## src/rtl/skh_hash_mod.sv

```systemverilog
// ----------------------------------------------------------------------------
// skh_hash_mod
// Reduction of a 64-bit hash modulo the table size, four bits a cycle.
// ----------------------------------------------------------------------------
module skh_hash_mod
#(
    parameter int MODULUS = 127
)
(
    input  logic                          clk,
    input  logic                          rst_n,
    input  logic                          start,
    input  logic [63:0]                   value,
    output logic                          done,
    output logic [$clog2(MODULUS)-1:0]    remainder
);
    localparam int RW   = $clog2(MODULUS);
    localparam int SUMW = RW + 3;
    localparam int NIB  = 4;

    // weight of hash bit i is 2^i mod MODULUS
    function automatic logic [64*RW-1:0] build_weights();
        logic [64*RW-1:0] t;
        int               w;
        t = '0;
        w = 1 % MODULUS;
        for (int i = 0; i < 64; i++)
        begin
            t[i*RW +: RW] = RW'(w);
            w = (2 * w) % MODULUS;
        end
        return t;
    endfunction

    localparam logic [64*RW-1:0] WEIGHTS = build_weights();

    logic [63:0]     val_reg;
    logic [4:0]      cnt_reg;
    logic [RW-1:0]   rem_reg;
    logic            done_reg;
    logic [4:0]      chunk;
    logic [5:0]      wbase;
    logic [SUMW-1:0] acc;
    logic [SUMW-1:0] r1;
    logic [SUMW-1:0] r2;
    logic [RW-1:0]   reduced;

    // top nibble of val_reg holds hash bits 4*(cnt-1) .. 4*(cnt-1)+3
    always_comb
    begin
        chunk = cnt_reg - 5'd1;
        wbase = {chunk[3:0], 2'b00};
        acc   = SUMW'(rem_reg);
        for (int j = 0; j < NIB; j++)
        begin
            if (val_reg[60 + j])
            begin
                acc = acc + SUMW'(WEIGHTS[(int'(wbase) + j) * RW +: RW]);
            end
        end
        // acc < 5*MODULUS
        r1 = (acc >= SUMW'(4 * MODULUS)) ? acc - SUMW'(4 * MODULUS) : acc;
        r2 = (r1 >= SUMW'(2 * MODULUS)) ? r1 - SUMW'(2 * MODULUS) : r1;
        if (r2 >= SUMW'(MODULUS))
        begin
            reduced = RW'(r2 - SUMW'(MODULUS));
        end
        else
        begin
            reduced = r2[RW-1:0];
        end
    end

    always_ff @(posedge clk or negedge rst_n)
    begin
        if (!rst_n)
        begin
            cnt_reg  <= '0;
            done_reg <= 1'b0;
        end
        else
        begin
            done_reg <= 1'b0;
            if (start)
            begin
                cnt_reg <= 5'd16;
            end
            else if (cnt_reg != 5'd0)
            begin
                cnt_reg <= cnt_reg - 5'd1;
                if (cnt_reg == 5'd1)
                begin
                    done_reg <= 1'b1;
                end
            end
        end
    end

    always_ff @(posedge clk)
    begin
        if (start)
        begin
            val_reg <= value;
            rem_reg <= '0;
        end
        else if (cnt_reg != 5'd0)
        begin
            val_reg <= {val_reg[59:0], 4'b0000};
            rem_reg <= reduced;
        end
    end

    assign done      = done_reg;
    assign remainder = rem_reg;

endmodule
```

## config.mk

```make
export PLATFORM = sky130hd
export DESIGN_NAME = skh_hash_mod
export DESIGN_NICKNAME = d
export VERILOG_FILES = /design/src/rtl/skh_hash_mod.sv
export SDC_FILE = /design/constraint.sdc
export NUM_CORES = 1
export LEC_CHECK = 0
export BUFFER_PORTS_ARGS = -buffer_cell sky130_fd_sc_hd__buf_2
export CAP_MARGIN = 20
export CORE_MARGIN = 1
export CORE_UTILIZATION = 50
export CTS_BUF_LIST = sky130_fd_sc_hd__clkbuf_2
export DETAILED_ROUTE_END_ITERATION = 6
export PLACE_DENSITY = 0.7
export SYNTH_ARGS = -nofsm -noshare
export SYNTH_HDL_FRONTEND = slang
export SYNTH_SLANG_ARGS = --single-unit
```

## constraint.sdc

```tcl
create_clock -name clk -period 20.9 [get_ports clk]
set_input_delay 2.09 -clock clk [delete_from_list [all_inputs] [get_ports clk]]
set_output_delay 2.09 -clock clk [all_outputs]
set_load 0.02 [all_outputs]
```

==> results_dict.tcl, run 1 <==
set metrics [dict create \
    regArea_mm2 0.00221 \
    rows 40 \
    postCtsSetupRepairBufs 0 \
    cts_root_buf "clkbuf_2" \
    cp-start-kind "register" \
    synth_compound_area_share_pct 21.1 \
    cp_slowest_stage_delay_ps 680 \
    ant_nets 0 \
    die_width_um 114 \
    synthCells 588 \
    wl_per_cell_um 17.2 \
    relSlewSlack_pct 42.3 \
    async_flop_share_pct 7.79 \
    fp.dieH_um 114 \
    path_max_fanout 16 \
    crit_top_cell "ha_1" \
    synth_mux_area_share_pct 14.4 \
    critPathCaptureType "register" \
    syn2layout_area_growth_pct 9.63 \
    synth-xor-area-share_pct 3.12 \
    numCtsBuffers 9 \
    place_congestion 0.865 \
    crit_type "reg -> reg" \
    clk_pin_slew_worst_paths_ps 220 \
    syn_avg_cell_area_um2 10.7 \
    arrival_ps 11000 \
    drt_iter0_markers 345 \
    multi_input_area_mm2 0.00395 \
    drv_cap 0 \
    dr.pass1.iters 4 \
    core_area_mm2 0.0122 \
    drc 0 \
    tns_ps 0 \
    clkSinkCount 77 \
    largest_reg_flops 64 \
    n_fill_cell 1067 \
    setup_viol 0 \
    period_share_pct 50.7 \
    ys_seq_elements 77 \
    critPathSlowestCell "o21ai_0" \
    synth-simple-area-share_pct 15.4 \
    wirelength_um 14300 \
    syn_area_mm2 0.00630 \
    status "complete, no violations" \
    vias_per_cell 6.02 \
    clockBufferDepth 2 \
    final-hold-violation-count 0 \
    synthesis.nets 696 \
    grt_start_max_net_pins 75 \
    synth_edf_count 64 \
    post_route_cells_drive_above_1_share_pct 31.7 \
    clkLatencyLatePin_ps 520 \
    hp-class "reg -> reg" \
    port-buffer-count 74 \
    dpl.hpwl_um 10800 \
    cts_resized 0 \
    finClkSkew_ps 33.8 \
    grt_use_total_pct 23.1 \
    cts_hold_buf 0 \
    die-area_mm2 0.0131 \
    io_pins 75 \
    antenna_found_initial 0 \
    seq_area_frac_synth_pct 35.1 \
    synthAdderAreaFrac_pct 8.62 \
    synth_top_family_by_area "compound AO/OA/AOI/OAI gates" \
    final_nets 765 \
    grt_pass1_wl_um 23900 \
    htree_levels 3 \
    synth_warnings 0 \
    rsz0062_at_grt "false" \
    antennaDiodeCount 0 \
    dr_total_vias 4999 \
    slew_violations 0 \
    period_needed_ps 10600 \
    synth_cell_types 99 \
    ys.flop_type "edfxtp_1" \
    required_ps 21310 \
    start_util_pct 51.8 \
    overflow 0 \
    tightest_slew_ps 865 \
    grt_pass1_vias 5039 \
    cts_tree "done" \
    max_freq_mhz 94.4 \
]
worst paths after layout:
check / startpoint / end / slack [ps] / cells after the start
worst max-delay path: cnt_reg[0] / remainder[1] / 10300 / 34
worst max register to register: cnt_reg[0] / remainder[1] / 10300 / 34
worst min-delay path: cnt_reg[4] / done / 520 / 1
worst min register to register: cnt_reg[4] / done / 520 / 1
max in group asynchronous: rst_n / cnt_reg[1] / 19430 / 1
min in group asynchronous: rst_n / cnt_reg[4] / 1330 / 1
critical path, delay by kind of cell (launching register included):
kind	cells	cell delay, ps
simple gates	8	2380
fa+ha+maj	5	1800
xor+xnor	4	1400
mux	2	420
flops	1	480
compound gates	15	3980
through the flow:
stage / utilization (%) / area [um2] / instances / hold WS (ps) / worst slack (ps)
2_1_floorplan: - / 6300 / 588 / 443 / 11910
3_3_place_gp: 55.9 / 6800 / 814 / 466 / 11060
3_5_place_dp: 55.9 / 6800 / 814 / 485 / 10420
4_1_cts: 56.8 / 6910 / 830 / 511 / 10380
5_1_grt: 56.8 / 6910 / 830 / 557 / 9530
6_report: 56.8 / 6910 / 830 / 519 / 10300
logic make-up (layout without fill, tap and decap cells):
logic type / count (synthesis) / in the layout
XOR/XNOR: 20 / 20
AO/OA/AOI/OAI: 165 / 165
adder cells (fa/ha/maj): 41 / 41
flip-flops: 77 / 77
AND/OR/NAND/NOR: 174 / 174
multiplexers: 81 / 81
buffers and inverters: 30 / 104
synthesized netlist by cell type, drive strengths merged, types with 3 or more instances:
cell type | instances | area [um2]
a211oi | 19 | 163
a21o | 9 | 67.6
a21oi | 26 | 130
a221oi | 3 | 50.1
a31oi | 3 | 18.8
and2 | 8 | 51.3
and3 | 3 | 18.8
and3b | 3 | 27.5
and4 | 3 | 26.3
buf | 9 | 62.6
clkbuf | 9 | 33.8
dfrtp | 6 | 150
dfxtp | 7 | 140
edfxtp | 64 | 1920
fa | 4 | 80.1
ha | 37 | 463
inv | 12 | 45.1
mux2 | 72 | 818
mux2i | 9 | 90.1
nand2 | 29 | 109
nand2b | 6 | 37.5
nand3 | 16 | 97.6
nand3b | 6 | 45.0
nand4 | 6 | 37.5
nor2 | 48 | 180
nor2b | 3 | 18.8
nor3 | 14 | 86.3
nor3b | 3 | 32.5
nor4 | 5 | 31.3
o211ai | 7 | 67.6
o21a | 14 | 106
o21ai | 30 | 158
o221a | 4 | 45.0
o221ai | 4 | 47.6
o22a | 3 | 27.5
o31ai | 8 | 60.1
or2 | 3 | 18.8
or3 | 6 | 42.5
or4 | 5 | 45.0
xnor2 | 13 | 121
xor2 | 6 | 52.6
layout make-up:
class | count | share of cell area (%)
clock buffers | 11 | 0.797
clock inverters | 5 | 0.761
inverters | 12 | 0.652
multi-input cells | 481 | 57.1
flip-flops and latches | 77 | 32.0
well taps | 168 | 3.04
repair buffers | 76 | 5.58
placed cells by master (no fill, tap or decap), types with 7 or more instances in the layout:
| cell | count |
|---|---|
| buf_2 | 74 |
| mux2_2 | 68 |
| edfxtp_1 | 64 |
| nor2_1 | 48 |
| ha_1 | 37 |
| nand2_1 | 29 |
| a21oi_1 | 26 |
| o21ai_0 | 25 |
| a211oi_1 | 15 |
| nand3_1 | 14 |
| o21a_1 | 13 |
| nor3_1 | 12 |
| xnor2_1 | 12 |
| clkbuf_2 | 11 |
| a21o_1 | 9 |
| inv_1 | 9 |
| mux2i_1 | 9 |
| o31ai_1 | 8 |
| and2_1 | 7 |
| dfxtp_1 | 7 |
layer usage:
metal  GRT usage, %  vias to the layer above  routed length (um)
li1               -                     2455                   -
met1           28.4                     2373                6310
met2           39.0                      141                6760
met3           5.40                       30                 802
met4           9.44                        0                 388
met5              0                        -                   0
Power of run 1 is not shown: default switching activity piles up to over one toggle a cycle in this logic, so the estimate is an artifact.
==> inputs of run 2 (changes only) <==
Settings changed: PLACE_DENSITY 0.7 to 0.73.
Clock period 20.9 ns to 9.5 ns, I/O delays scaled along.
==> run 2 against run 1 <==
Non-clock buffer count is 19 higher. Maximum frequency grew 15%. Largest cell class unchanged. Final cell count up 2.3%.
==> results_dict.tcl, run 2 (synthesized netlist as in run 1, its figures left out) <==
set metrics [dict create \
    status "complete, no violations" \
    tightest_slew_ps 846 \
    grt_use_total_pct 22.9 \
    port-buffer-count 74 \
    relSlewSlack_pct 43.6 \
    overflow 0 \
    vias_per_cell 6.13 \
    clk_pin_slew_worst_paths_ps 200 \
    grt_pass1_vias 4994 \
    period_share_pct 96.6 \
    arrival_ps 9570 \
    drt_iter0_markers 396 \
    wl_per_cell_um 17.6 \
    place_congestion 0.868 \
    fin_area_mm2 0.00725 \
    cp-start-kind "register" \
    cts_root_buf "clkbuf_2" \
    critPathBufInv 2 \
    slew_violations 0 \
    post_route_cells_drive_above_1_share_pct 38.6 \
    clockBufferDepth 2 \
    largest_reg_flops 64 \
    setup_viol 0 \
    drc 0 \
    dr_total_vias 5203 \
    dpl.hpwl_um 10800 \
    start_util_pct 51.8 \
    required_ps 9900 \
    critPathTopFamily "compound AO/OA/AOI/OAI gates" \
    critPathCaptureType "register" \
    core_area_mm2 0.0122 \
    dr.pass1.iters 5 \
    syn2layout_area_growth_pct 15.0 \
    period_needed_ps 9180 \
    rows 40 \
    fp.dieH_um 114 \
    wirelength_um 15000 \
    crit_type "reg -> reg" \
    htree_levels 3 \
    die_width_um 114 \
    cp_slowest_stage_delay_ps 550 \
    hp-class "in -> async" \
    grt_start_max_net_pins 75 \
    antennaDiodeCount 0 \
    finClkSkew_ps 15.7 \
    critPathSlowestCell "or4_1" \
    placed_cell_area_mm2 0.00685 \
    final-hold-violation-count 0 \
    numCtsBuffers 9 \
    clkLatencyLatePin_ps 520 \
    ant_nets 0 \
    cts_tree "done" \
    io_pins 75 \
    grt_pass1_wl_um 23600 \
    max_freq_mhz 109 \
    final_cell_mix "buf_2 (74), mux2_2 (68), edfxtp_1 (64)" \
    drv_cap 0 \
    clkSinkCount 77 \
    die-area_mm2 0.0131 \
    final_common_cell "buf_2" \
    path_max_fanout 7 \
    antenna_found_initial 0 \
    final_nets 784 \
    tns_ps 0 \
]
-- run 2: changes by cell type in the layout (fill, tap and decap cells not counted), sizes merged --
cell and change:
buf +19, clkinv +3, clkbuf -2, inv -1
-- run 2: final cells by class --
cell class	count	area, um2
Clock buffer	9	45.0
Clock inverter	7	66.3
Fill cell	1039	4920
Inverter	12	45.0
Multi-Input combinational cell	481	4130
Sequential cell	77	2220
Tap cell	168	210
Timing Repair Buffer	95	536
-- run 2: path summary, 6_finish.rpt --
path / start / endpoint / slack, ps / depth (start not counted)
setup reg to reg: cnt_reg[1] / remainder[1] / 320 / 34
hold reg to reg: cnt_reg[4] / done / 520 / 1
setup / recovery: cnt_reg[1] / remainder[1] / 320 / 34
hold / removal: rst_n / done / 200 / 1
max in group asynchronous: rst_n / cnt_reg[0] / 9150 / 1
min in group clk: cnt_reg[4] / done / 520 / 1
-- run 2: metal layers --
metal	up-vias	part of all wire (%)	global-route usage, %
met5	-	0	0
met4	0	2.0	6.58
met3	30	4.9	4.18
met2	184	50	40.3
met1	2495	43	28.6
li1	2494	-	-
-- run 2: what timing repair did --
item | 4_1_cts | 5_1_grt
hold buffers | 0 | 0
endpoints found under the setup margin | 7 | 7
hold endpoints to repair | 0 | 0
gates cloned | 0 | 0
gates resized for setup | 3 | 43
buffers inserted | 1 | 11
pin swaps | 1 | 7
-- run 2: per-stage QoR --
stage / instances / hold WS, ps / setup WS (ps) / util [%]
6_report: 849 / 201 / 323 / 59.6
5_1_grt: 849 / 141 / -133 / 59.6
4_1_cts: 838 / 149 / 46.1 / 57.5
3_5_place_dp: 821 / 460 / -148 / 56.3
3_3_place_gp: 821 / 467 / 187 / 56.3
2_1_floorplan: 588 / 443 / 508 / -
-- run 2: worst reg2reg max path: cells and delay by family, from the launching register on --
kind	cells	cell delay, ps
flops	1	490
xor+xnor	1	240
compound gates	14	2770
mux	3	900
fa+ha+maj	6	1890
simple gates	8	2430
buf+inv	2	360
Power of run 2 is left out for the same reason.
